===== src/hdl/smta_pkg.sv =====
package smta_pkg;

    localparam int SAMPLE_BITS    = 16;
    localparam int CFG_BITS       = 7;
    localparam int COUNT_BITS     = 32;
    localparam int WINDOW_MAX_DEF = 64;

    typedef struct packed {
        logic [SAMPLE_BITS-1:0] amount;
        logic                   restart;
    } in_item_t;

    typedef struct packed {
        logic                  notify;
        logic                  checked;
        logic [COUNT_BITS-1:0] alert_count;
    } out_item_t;

    typedef struct packed {
        logic upd;
        logic clr;
        logic del;
        logic flush;
    } cell_ctl_t;

    typedef struct packed {
        logic [SAMPLE_BITS-1:0] t;
        logic                   tle;
        logic                   vld;
    } lr_t;

    typedef struct packed {
        logic [SAMPLE_BITS-1:0] val;
        logic                   a;
    } rl_t;

    localparam lr_t LR_HEAD = '{t: '0, tle: 1'b1, vld: 1'b1};
    localparam rl_t RL_TAIL = '{val: '0, a: 1'b0};

endpackage


===== src/hdl/smta_cell.sv =====
module smta_cell (
    input  logic                             clk,
    input  logic                             rst_n,
    input  smta_pkg::cell_ctl_t              ctl,
    input  logic [smta_pkg::SAMPLE_BITS-1:0] x,
    input  logic [smta_pkg::SAMPLE_BITS-1:0] y,
    input  smta_pkg::lr_t                    lr_in,
    input  smta_pkg::rl_t                    rl_in,
    output smta_pkg::lr_t                    lr_out,
    output smta_pkg::rl_t                    rl_out,
    output logic [smta_pkg::SAMPLE_BITS-1:0] val
);

    import smta_pkg::*;

    logic [SAMPLE_BITS-1:0] val_reg, val_next;
    logic                   vld_reg, vld_next;
    logic                   vld_e;
    logic                   a;
    logic                   b;
    logic [SAMPLE_BITS-1:0] t;
    logic                   tle;

    always_comb
    begin
        vld_e = vld_reg & ~ctl.clr;
        a     = vld_e & (val_reg <= x);
        b     = ~ctl.del | (vld_e & (val_reg < y));
        t     = b ? val_reg : rl_in.val;
        tle   = b ? a : rl_in.a;

        val_next = val_reg;
        vld_next = vld_reg;
        if (ctl.flush)
        begin
            vld_next = 1'b0;
        end
        else if (ctl.upd)
        begin
            if (tle)
            begin
                val_next = t;
            end
            else if (lr_in.tle)
            begin
                val_next = x;
            end
            else
            begin
                val_next = lr_in.t;
            end
            vld_next = ctl.del ? vld_e : lr_in.vld;
        end
    end

    always_ff @(posedge clk or negedge rst_n)
    begin
        if (!rst_n)
        begin
            vld_reg <= 1'b0;
        end
        else
        begin
            vld_reg <= vld_next;
        end
    end

    always_ff @(posedge clk)
    begin
        val_reg <= val_next;
    end

    assign lr_out = '{t: t, tle: tle, vld: vld_e};
    assign rl_out = '{val: val_reg, a: a};
    assign val    = val_reg;

endmodule


===== config.mk =====
export PLATFORM = sky130hd
export DESIGN_NAME = smta_cell
export DESIGN_NICKNAME = d
export VERILOG_FILES = /design/src/hdl/smta_pkg.sv /design/src/hdl/smta_cell.sv
export SDC_FILE = /design/constraint.sdc
export NUM_CORES = 1
export LEC_CHECK = 0
export BUFFER_PORTS_ARGS = -buffer_cell sky130_fd_sc_hd__buf_2
export CAP_MARGIN = 15
export CORE_MARGIN = 2
export CORE_UTILIZATION = 49
export CTS_BUF_LIST = sky130_fd_sc_hd__clkbuf_4
export CTS_CLUSTER_SIZE = 40
export DETAILED_ROUTE_END_ITERATION = 6
export MAX_ROUTING_LAYER = met4
export PLACE_DENSITY_LB_ADDON = 0.15
export SKIP_LAST_GASP = 1
export SLEW_MARGIN = 0
export SYNTH_ARGS = -nofsm -noshare
export SYNTH_HDL_FRONTEND = slang
export SYNTH_SLANG_ARGS = --single-unit
export TNS_END_PERCENT = 10

===== constraint.sdc =====
create_clock -name clk -period 4 [get_ports clk]
set_clock_uncertainty 0.05 [all_clocks]
set_input_delay 0.8 -clock clk [delete_from_list [all_inputs] [get_ports clk]]
set_output_delay 0.8 -clock clk [all_outputs]
set_load 0.02 [all_outputs]

== Word level (Yosys, flattened, before mapping) ==
Index checks and enable logic that the tools add are counted.
Operators by class
  reductions and logical operators: 2
  magnitude comparators: 2
  bitwise gates (word level): 7
  mux-type cells: 7
Operators by type and width (count)
  $mux 16: 3
  $le 16x16->1: 1
  $lt 16x16->1: 1
  $mux 1: 4
  $and 1x1->1: 3
  $not 1->1: 3
  $reduce_and 2->1: 1
  $reduce_bool 2->1: 1
  $or 1x1->1: 1
Word-level totals
  word-level logic and storage cells: 20
  input port bits: 73
  output and inout bits: 51
  register bits: 17

== Logic depth before layout (Yosys ltp) ==
  word-level depth: 6
  depth in mapped cells: 11
  mapped depth without buffers: 8

== Worst setup path after synthesis ==
No wires, ideal clock.
  kind: input-to-output
  start: input y[11] (netlist bit)
  end: output lr_out[1] (netlist bit)
  cell stages on the path: 9
  data required time: 3150 ps
  path buffers: 2
  slack: 407 ps
  arrival time: 2743 ps
  path through: inv_1 ha_1 nand4_1 or4_1 o31ai_2 o41ai_4 buf_6 mux2_4 buf_4
Between the ends
  longest elaborated chain between the ends: 4
RTL lines
  from (decl): line smta_cell.sv:6  | input logic [smta_pkg::SAMPLE_BITS-1:0] y,
  $lt 16x16->1: line smta_cell.sv:28  | b = ~ctl.del | (vld_e & (val_reg < y));
  $and 1x1->1: line smta_cell.sv:28
  $or 1x1->1: line smta_cell.sv:28
  $mux 1: line smta_cell.sv:30  | tle = b ? a : rl_in.a;
  to (decl): line smta_cell.sv:9  | output smta_pkg::lr_t lr_out,
Every way passes these cells.

==> results.md <==
* Status: finished clean
* Syn nets at 382
* Design Area, Final at 0.00314 sq mm
* Initial DRC count at 37
* Post-CTS Hold Buffers at 0
* Syn Std Cell Area at 0.00260 sq mm
* Yosys top cell area share at 18.5%
* Flops & latches, synth at 17
* Clk pin slew, worst setup/hold paths at 0.11 ns
* Initial antenna violation count at 0
* Post-synth top cells: 50 x inv_1, 32 x mux2i_1, 31 x ha_1, 30 x mux2_4, 24 x nand2_1
* Net Switching at 0.236 mW
* Die Y at 76.8 um
* Post-synth EDFFs at 16
* Comb power frac at 47.5%
* # nets final at 484
* RSZ-0062 raised after global routing: false
* Sequential power share at 35.3%
* Tot Pwr at 0.640 mW
* Peak VDD IR at 0.000109 V
* # setup viols final at 0
* Placeable Area at 0.00511 sq mm
* Gr ovfl total at 0
* Io pins at 124
* Syn Inst Count at 278
* Static leakage at 1.88 nW
* Top_reg_cell synth: edfxtp_1
* Total number of vias at 2214
* Resize count post-CTS at 0
* Max reg flops at 16
* Pin count of the biggest net entering global routing at 34
* WHS at 0.199 ns
* Post-DRT Antenna Nets at 0
* Clk sinks at 17
* CP arrival at 2.96 ns
* F_max at 262 MHz
* Seq/Total Area, Yosys at 19.5%
* Worst slew margin relative to its limit at 36.3%
* Max-cap viol count at 0
* Placer congestion estimate at 0.773
* Clk_lat worst skew at 0.31 ns
* Final worst path period share at 95.4%
* Initial Util at 50.9%
* Total internal power at 0.404 mW
* FP Rows at 26
* Die width at 76.8 um
* Residual DRC at 0
* Antenna diode count at 0
* Clk buf depth at 2
* Synth top area cells: edfxtp_1 18%, mux2_4 17%, ha_1 15%, mux2i_1 12%, inv_1 7.2%
* Final-report hold violation count at 0
* TritonCTS buffer count at 3
* Pre-antenna DRT Iters at 4
* Vias in the first global route at 2113
* Setup crit end kind: primary output
* Crit path launch type: primary input
* Async S/R FF share, synth at 5.88%
* Largest area contributor in the netlist: edfxtp_1
* Hold Path Class: in2async
* Share of cells above drive strength 1 at 44.6%
* Setup tns final at 0 ns
* Port Buffers at 123
* Most frequent cell after synthesis: inv_1
* Routed vias/inst at 4.93
* CTS root buf: clkbuf_4
* Die ar. at 0.00590 sq mm
* Crit path kind: in2out
* WP data required at 3.15 ns
* Slew Limit Fails at 0
* Area Growth Syn to Fin at 20.9%
* Cell area power density at 204 mW/mm^2
* Final HPWL DP at 4.80 mm
* WL/cell at 13.6 um
* Netlist cell types at 36
* First-pass GRT wire length at 9.78 mm
* Area of placed instances at 0.00311 sq mm
* Critical Path Fanout Max at 13
* Overall routed net length at 6.09 mm
* Htree depth at 1
* Syn avg cell area at 9.34 sq um
* GRT Overall Usage at 20.6%
* Clk network pwr share at 17.2%
* Post-CTS setup buffer count at 0
* Worst Tran Pin Value at 0.951 ns
* CTS tree: done
* Clock period minus worst slack at 3.81 ns
* Switch share at 36.9%
* Warnings from Yosys at 0
## through the flow
stage	instances	util, %	setup slack (ns)
2_1_floorplan	278	-	0.407
3_3_place_gp	445	60.9	0.200
3_5_place_dp	445	60.9	0.164
4_1_cts	449	61.5	0.162
5_1_grt	449	61.5	0.0487
6_report	449	61.5	0.185
## placed cells by master, fill, tap and decap left out
cell type	Yosys	final
a21boi_0	1	1
a21o_1	2	2
a21oi_1	9	9
a31oi_1	2	1
a31oi_2	0	1
a32oi_1	1	1
buf_12	0	1
buf_2	1	123
buf_4	19	2
clkbuf_4	0	4
dfrtp_1	1	1
edfxtp_1	16	16
ha_1	31	31
inv_1	50	50
mux2_2	3	3
mux2_4	30	30
mux2i_1	32	32
nand2_1	24	24
nand3_1	1	1
nand4_1	5	5
nor2_1	2	2
nor2b_1	3	2
nor2b_2	0	1
nor3_1	3	3
nor3b_1	1	1
nor4_1	2	2
o211a_1	1	1
o211ai_1	1	1
o21a_1	1	1
o21ai_0	21	21
o21ai_1	1	1
o31ai_2	1	1
o41ai_4	1	1
or2b_2	2	2
or4_1	1	1
## worst paths after layout
path | startpoint | to | slack, ns | cells after the start
worst min register to register | vld_reg | vld_reg | 0.47 | 2
min in group clk | vld_reg | vld_reg | 0.47 | 2
worst min-delay path | rst_n | vld_reg | 0.20 | 1
max in group asynchronous | rst_n | vld_reg | 3.62 | 1
worst max-delay path | y[15] | lr_out[14] | 0.19 | 10
worst max register to register | val[15] | val[1] | 1.09 | 8
## logic make-up after synthesis
logic type	synth area share, %
AND/OR/NAND/NOR	8.19
flip-flops	19.5
AO/OA/AOI/OAI	10.2
adder cells (fa/ha/maj)	14.9
buffers and inverters	16.3
multiplexers	31.0
## layer usage
metal	share of wire (%)	GRT usage (%)
met5	0	-
met4	0.79	4.00
met1	45	25.2
met3	4.6	2.12
met2	50	36.9
## critical path: stages
cell	delay, ns
buf_2	0.08
inv_1	0.04
ha_1	0.28
nand4_1	0.13
or4_1	0.56
o31ai_2	0.26
o41ai_4	0.11
buf_4	0.23
mux2_4	0.31
buf_2	0.16
## layout make-up
cell class                 count  area, sq um
fill                         463         1970
multi-input combinational    182         1680
timing repair buffer         126          651
sequential                    17          505
inverter                      50          188
tap                           70         87.6
clock buffer                   4         30.0
## power groups by stage
stage,combinational (mW),sequential [mW],clock (mW)
2_1_floorplan,0.213,0.237,0
3_5_place_dp,0.306,0.230,0
5_1_grt,0.334,0.228,0.115
6_report,0.304,0.226,0.110
3_3_place_gp,0.301,0.229,0
4_1_cts,0.307,0.226,0.112
Note: power is estimated with default switching activity, not from simulation.
