## config.mk

```make
export PLATFORM = sky130hd
export DESIGN_NAME = smta_ram
export DESIGN_NICKNAME = d
export VERILOG_FILES = /design/src/hdl/smta_ram.sv
export SDC_FILE = /design/constraint.sdc
export NUM_CORES = 1
export LEC_CHECK = 0
export BUFFER_PORTS_ARGS = -buffer_cell sky130_fd_sc_hd__clkbuf_2
export CELL_PAD_IN_SITES_DETAIL_PLACEMENT = 0
export CELL_PAD_IN_SITES_GLOBAL_PLACEMENT = 1
export CORE_MARGIN = 2
export CORE_UTILIZATION = 30
export CTS_CLUSTER_SIZE = 8
export DETAILED_ROUTE_END_ITERATION = 16
export PLACE_DENSITY = 0.58
export SYNTH_ARGS = -nofsm -noshare
export SYNTH_HDL_FRONTEND = slang
export SYNTH_SLANG_ARGS = --single-unit
```

## constraint.sdc

```tcl
create_clock -name clk -period 5.6 [get_ports clk]
set_input_delay 0.28 -clock clk [delete_from_list [all_inputs] [get_ports clk]]
set_output_delay 0.28 -clock clk [all_outputs]
set_load 0.02 [all_outputs]
```

## src/hdl/smta_ram.sv

```systemverilog
module smta_ram #(
    parameter int WIDTH     = 16,
    parameter int DEPTH     = 64,
    parameter int ADDR_BITS = (DEPTH > 1) ? $clog2(DEPTH) : 1
) (
    input  logic                 clk,
    input  logic                 we,
    input  logic [ADDR_BITS-1:0] waddr,
    input  logic [WIDTH-1:0]     wdata,
    input  logic [ADDR_BITS-1:0] raddr,
    output logic [WIDTH-1:0]     rdata
);

    logic [WIDTH-1:0] mem [DEPTH];
    logic [WIDTH-1:0] rdata_reg;

    always_ff @(posedge clk)
    begin
        if (we)
        begin
            mem[waddr] <= wdata;
        end
        rdata_reg <= mem[raddr];
    end

    assign rdata = rdata_reg;

endmodule

```

Word-level counts from Yosys, hierarchy flattened. Memories as Yosys holds them, arrays and structs flattened. A register that Yosys moved wholly into a read port is not among the register bits. Cells that the tools add are included.

Bitwise gates (word level): 0. Eq/ne operators: 0. Multipliers: 0. $lt $le $gt $ge: 0. Divide/modulo/power cells: 0. Add/subtract/negate cells: 0. Shift-type cells: 0. Muxes and demuxes: 2. Reduce and logical (&&, ||, !) cells: 0.

Operator list (count): two-way mux 1 bit (2).

Output and inout port bits: 16. Memories kept: 1. Memory bits (writable): 1024. Word-level logic and storage cells: 3. Flip-flop bits (word level): 0. Latch bits: 0. Input bits: 30. Memory bits (read-only): 0.

Memories: mem (depth 64, bits a word 16, rd ports 1, clocked after Yosys merged registers in 1, write ports 1, line 14) `logic [WIDTH-1:0] mem [DEPTH];`.

Logic depth before layout (Yosys ltp). Gate-level depths: netlist of the first run.

Depth after elaboration: 2. Gate-level depth with buffers: 10. Mapped depth without buffers: 5.

Worst setup path after synthesis of the first run. No wires, ideal clock.

Kind: input port to flip-flop. Start point: in waddr[3]. End point: mem mem[48][0], enable pin. Buffers on the path: 1. Stages: 4. Arrival: 1.906 ns. Required time: 5.191 ns. Setup slack: 3.285 ns. Library setup time: 0.409 ns. Cells stage by stage: clkbuf_1 > nor2b_1 > nand4b_1 > nor3_1.

RTL lines: from (decl) (line 8) `input logic [ADDR_BITS-1:0] waddr,`; to (decl) (line 14).

Straight into the memory's write port.

==> results of run 1 <==
==> area by class of cell <==
type                       instances  area, µm²
fill                           12230      86270
sequential                      1040      31070
multi-input combinational        685       8254
clock buffer                     185       3928
tap                             1768       2212
timing repair buffer             146       1060
clock inverter                    13      162.7
antenna                            1      2.502
==> through the flow <==
| stage | hold WS, ns | area (µm²) |
|---|---|---|
| CTS | 0.2351 | 46690 |
| global placement | 0.7125 | 42600 |
| global route | 0.2733 | 46690 |
| finish | 0.2550 | 46690 |
| detailed placement | 0.7138 | 42600 |
| floorplan | 0.3789 | 40040 |
==> power groups by stage <==
stage | Sequential [µW] | Combinational, µW | Clock [µW]
detailed placement | 8820 | 841 | 0
global route | 8670 | 878 | 8460
global placement | 8820 | 829 | 0
floorplan | 8820 | 446 | 0
finish | 8680 | 825 | 7990
CTS | 8670 | 842 | 8150
==> cells by family after synthesis <==
kind of cell | synth area share
AND/OR/NAND/NOR | 0.02647
multiplexers | 0.1552
AO/OA/AOI/OAI | 0.02409
flip-flops | 0.7759
buffers and inverters | 0.01831
==> metal layers <==
layer / wire [µm] / vias up / GRT usage
met5: 32 / - / 0
li1: - / 8040 / -
met1: 46680 / 10340 / 0.2182
met3: 6675 / 155 / 0.02656
met2: 49020 / 694 / 0.2415
met4: 2030 / 6 / 0.04317
==> cell usage in the layout (no fill, tap or decap), types with 12 or more instances in the layout <==
master	netlist	final
edfxtp_1	1024	1024
mux4_2	220	220
clkbuf_16	0	152
buf_4	13	97
mux2i_1	85	85
nor2_1	72	71
nand2_1	59	59
clkbuf_2	2	42
a22oi_1	39	39
clkbuf_1	24	33
nor2b_1	30	29
mux2_2	27	27
nand3_1	24	24
a21oi_1	17	17
a221oi_1	16	16
dfxtp_1	16	16
nand4_1	12	12
==> worst paths after layout <==
kind,depth (start not counted),startpoint,end,slack (ns)
worst min register to register,5,mem[62][14],rdata[14],0.87
worst max register to register,5,mem[23][10],rdata[10],3.39
worst min-delay path,2,wdata[3],mem[45][3],0.26
worst max-delay path,7,raddr[0],rdata[1],2.85
==> flow_metrics.env, run 1 <==
export IMPL_outcome="completed"
export IMPL_root_buffer="clkbuf_16"
export IMPL_drive_gt1_frac=0.2740
export IMPL_setup_viol=0
export IMPL_ys_types=43
export IMPL_crit_chain="buf_8 -> buf_12 -> buf_4 -> mux4_2 -> mux2_2 -> a221oi_1 -> a311oi_1"
export IMPL_finalNonFillerCells=3838
export IMPL_synth_area_mm2=0.04004
export IMPL_largest_reg_flops=1024
export IMPL_max_stage_delay_ns=0.63
export IMPL_yosys_warnings=0
export IMPL_num_rows=134
export IMPL_crit_path_top_delay_cell="a221oi_1"
export IMPL_p_int_uw=13810
export IMPL_tns_ns=0
export IMPL_async_flop_share=0
export IMPL_clk_latency_ns=0.72
export IMPL_p_sw_frac=0.2108
export IMPL_drcViolationCount=0
export IMPL_synth_common_cells="edfxtp_1, mux4_2, mux2i_1"
export IMPL_cts_tree="built"
export IMPL_syn_instance_count=1829
export IMPL_endpoint_kind="flip-flop"
export IMPL_h_tree_depth=4
export IMPL_crit_family="buffers and inverters"
export IMPL_synth_area_top_cells="edfxtp_1, mux4_2, mux2i_1, dfxtp_1, mux2_2"
export IMPL_clock_path_buffers=3
export IMPL_start_util=0.3012
export IMPL_ir_worst_vdd_v=0.0002627
export IMPL_synth_flop_cell="edfxtp_1"
export IMPL_pwr_share_comb=0.047
export IMPL_timing_hold_violations_final=0
export IMPL_wl_per_cell_um=27.21
export IMPL_cp_data_arrival_time_ns=3.30
export IMPL_synth_edf_count=1024
export IMPL_p_leak_uw=0.01466
export IMPL_path_clk_slew_ns=0.05
export IMPL_drt_wl_total_mm=104.4
export IMPL_die_area_mm2=0.1364
export IMPL_synth_seq_area_share=0.7759
export IMPL_min_path_type="input pin to flip-flop"
export IMPL_dp_hpwl_mm=60.89
export IMPL_synth_nets=1859
export IMPL_place_congestion=0.7861
export IMPL_critPathBufInv=3
export IMPL_die_h_um=369.3
export IMPL_antenna_found_initial=7
export IMPL_clkPwrFrac=0.457
export IMPL_required_ns=6.15
export IMPL_hold_buffers=0
export IMPL_io_pins=46
export IMPL_crit_path_max_fanout=59
export IMPL_synth_top_cell_by_area="edfxtp_1"
export IMPL_finalCritPeriodShare=0.4915
export IMPL_maxSlewViolCount=0
export IMPL_period_minus_slack_ns=2.753
export IMPL_drtAntennaViolNets=0
export IMPL_fmax_mhz=363.3
export IMPL_cts_setup_buffers=0
export IMPL_rsz0062_at_grt="false"
export IMPL_core_area_mm2=0.1330
export IMPL_numCtsBuffers=148
export IMPL_grt_ovfl_total=0
export IMPL_clock_sinks=1040
export IMPL_die_width_um=369.3
export IMPL_final_core_util=0.3512
export IMPL_dp_slack_ns=2.028
export IMPL_power_density_mw_per_mm2=374.7
export IMPL_dr_pass1_iters=7
export IMPL_grt_pass1_vias=19850
export IMPL_avgViaCountPerCell=5.012
export IMPL_layout_nets=2051
export IMPL_post_place_cells=3639
export IMPL_vias=19240
export IMPL_tightest_slew_ns=0.9532
export IMPL_start_kind="input pin"
export IMPL_syn_avg_cell_area_um2=21.89
export IMPL_slew_headroom=0.3639
export IMPL_synth_seq_cells=1040
export IMPL_grt_pass1_wl_mm=149.7
export IMPL_drtIter0Drc=2187
export IMPL_path_class="input pin to flip-flop"
export IMPL_yosys_area_top_type_share=0.7679
export IMPL_yosysMostFrequentCell="edfxtp_1"
export IMPL_numPortBuffers=45
export IMPL_drv_cap=0
export IMPL_p_total_uw=17490
export IMPL_power_switching_uw=3688
export IMPL_fin_ws_ns=2.847
export IMPL_cts_resized=0
export IMPL_areaGrowthSynthToFinish_pct=16.60
export IMPL_grt_max_degree=79
export IMPL_power_frac_seq=0.496
export IMPL_grtUsageTotal=0.1533
export IMPL_skew_ns=0.01899
No activity file was read; power rests on OpenSTA's default activity.
==> run 2: changes to the inputs <==
==> constraint.sdc (replaced) <==
create_clock -name clk -period 2.8 [get_ports clk]
set_input_delay 0.14 -clock clk [delete_from_list [all_inputs] [get_ports clk]]
set_output_delay 0.14 -clock clk [all_outputs]
set_load 0.02 [all_outputs]
==> flow_metrics.env, run 2 (synthesis results as in run 1) <==
export IMPL_post_place_cells=3730
export IMPL_fillCellCount=12110
export IMPL_ir_worst_vdd_v=0.0004009
export IMPL_grt_pass1_vias=20080
export IMPL_power_frac_seq=0.498
export IMPL_crit_path_top_delay_cell="mux2i_1"
export IMPL_numPortBuffers=45
export IMPL_finalNonFillerCells=3925
export IMPL_numCtsBuffers=147
export IMPL_slew_headroom=0.1014
export IMPL_start_kind="flip-flop"
export IMPL_crit_path_start="mem[23][3]"
export IMPL_grt_pass1_wl_mm=149.3
export IMPL_cp_data_arrival_time_ns=2.87
export IMPL_areaGrowthSynthToFinish_pct=18.67
export IMPL_cts_setup_buffers=0
export IMPL_largest_reg_flops=1024
export IMPL_power_density_mw_per_mm2=733.8
export IMPL_dr_pass1_iters=6
export IMPL_grt_ovfl_total=0
export IMPL_pwr_share_comb=0.051
export IMPL_skew_ns=0.02836
export IMPL_outcome="completed"
export IMPL_path_clk_slew_ns=0.05
export IMPL_p_leak_uw=0.01516
export IMPL_p_sw_frac=0.2101
export IMPL_grtUsageTotal=0.1533
export IMPL_finalCritPeriodShare=0.8160
export IMPL_h_tree_depth=4
export IMPL_power_switching_uw=7324
export IMPL_setup_viol=0
export IMPL_max_stage_delay_ns=0.48
export IMPL_drtIter0Drc=2051
export IMPL_min_path_type="input pin to flip-flop"
export IMPL_p_int_uw=27540
export IMPL_antenna_found_initial=7
export IMPL_ff_latch_area_mm2=0.03107
export IMPL_gr_max_usage_layer="met2"
export IMPL_multi_input_area_mm2=0.008249
export IMPL_crit_path_max_fanout=1
export IMPL_mostFrequentLayoutCell="edfxtp_1"
export IMPL_drtAntennaViolNets=0
export IMPL_layout_nets=2145
export IMPL_die_area_mm2=0.1364
export IMPL_cts_tree="built"
export IMPL_root_buffer="clkbuf_16"
export IMPL_grtUsageMet3=0.03040
export IMPL_avgViaCountPerCell=4.991
export IMPL_place_congestion=0.8257
export IMPL_endpoint_kind="flip-flop"
export IMPL_period_minus_slack_ns=2.285
export IMPL_maxSlewViolCount=0
export IMPL_start_util=0.3012
export IMPL_r2r_start="mem[23][3]"
export IMPL_clkPwrFrac=0.451
export IMPL_crit_chain="mux4_2 -> mux2i_1 -> a22oi_1 -> a31oi_1 -> buf_4 -> a311oi_1"
export IMPL_num_rows=134
export IMPL_io_pins=46
export IMPL_die_h_um=369.3
export IMPL_required_ns=3.39
export IMPL_min_from="waddr[1]"
export IMPL_timing_hold_violations_final=0
export IMPL_drcViolationCount=0
export IMPL_tns_ns=0
export IMPL_dp_hpwl_mm=65.62
export IMPL_core_area_mm2=0.1330
export IMPL_critPathBufInv=1
export IMPL_use_met2=0.2419
export IMPL_crit_family="multiplexers"
export IMPL_drt_wl_total_mm=105.0
export IMPL_die_width_um=369.3
export IMPL_clk_latency_ns=0.72
export IMPL_layout_common_cells="edfxtp_1, mux4_2, buf_4, clkbuf_16, mux2i_1"
export IMPL_drive_gt1_frac=0.3032
export IMPL_vias=19590
export IMPL_clock_path_buffers=3
export IMPL_tightest_slew_ns=1.348
export IMPL_rsz0062_at_grt="false"
export IMPL_grt_max_degree=65
export IMPL_grt_use_met1=0.2152
export IMPL_wl_per_cell_um=26.75
export IMPL_r2r_slack_ns=0.52
export IMPL_final_core_util=0.3574
export IMPL_path_class="flip-flop to flip-flop"
export IMPL_fmax_mhz=437.7
export IMPL_drv_cap=0
export IMPL_clock_sinks=1040
==> run 2: path summary, 6_finish.rpt <==
path	to	depth (start not counted)
max	rdata[3]	6
min	mem[48][12]	3
max reg2reg	rdata[3]	6
min reg2reg	rdata[10]	4
==> run 2: timing repair <==
item,4_1_cts,5_1_grt
gates resized for setup,0,0
hold endpoints to repair,169,0
hold buffers,4,0
==> run 2: metrics by stage <==
| stage | total power [µW] | instance area (µm²) | setup WS, ns | hold WS [ns] |
|---|---|---|---|---|
| 6_report | 34870 | 47520 | 0.5151 | 0.1079 |
| 3_5_place_dp | 19460 | 43450 | -0.001088 | 0.5550 |
| 5_1_grt | 35960 | 47510 | 0.4778 | 0.1053 |
| 3_3_place_gp | 19420 | 43450 | 0.01212 | 0.5630 |
| 2_1_floorplan | 18520 | 40040 | 0.6252 | 0.2389 |
| 4_1_cts | 35250 | 47510 | 0.4341 | 0.06351 |
==> run 2: power groups by stage <==
stage / logic [µW] / registers [µW] / clock network [µW]
after floorplan: 892 / 17600 / 0
after global placement: 1790 / 17600 / 0
after detailed placement: 1820 / 17600 / 0
after CTS: 1830 / 17300 / 16100
after global routing: 1900 / 17300 / 16700
final: 1790 / 17400 / 15700
==> run 2: routing by layer <==
metal  up-vias  part of all wire
met5         -           0.00051
met1     10550              0.44
met4         8             0.021
li1       8225                 -
met3       150             0.063
met2       658              0.47
==> run 2: area by class of cell <==
cell class / instances / share of cell area
antenna: 3 / 0.0001580
multi-input combinational: 685 / 0.1736
timing repair buffer: 241 / 0.04121
clock inverter: 9 / 0.002896
tap: 1768 / 0.04655
sequential: 1040 / 0.6539
clock buffer: 179 / 0.08173
==> run 2: tightest hold or removal path, stage by stage <==
cell and delay [ns]:
clkbuf_2 0.20, nor3_2 0.07, buf_4 0.22
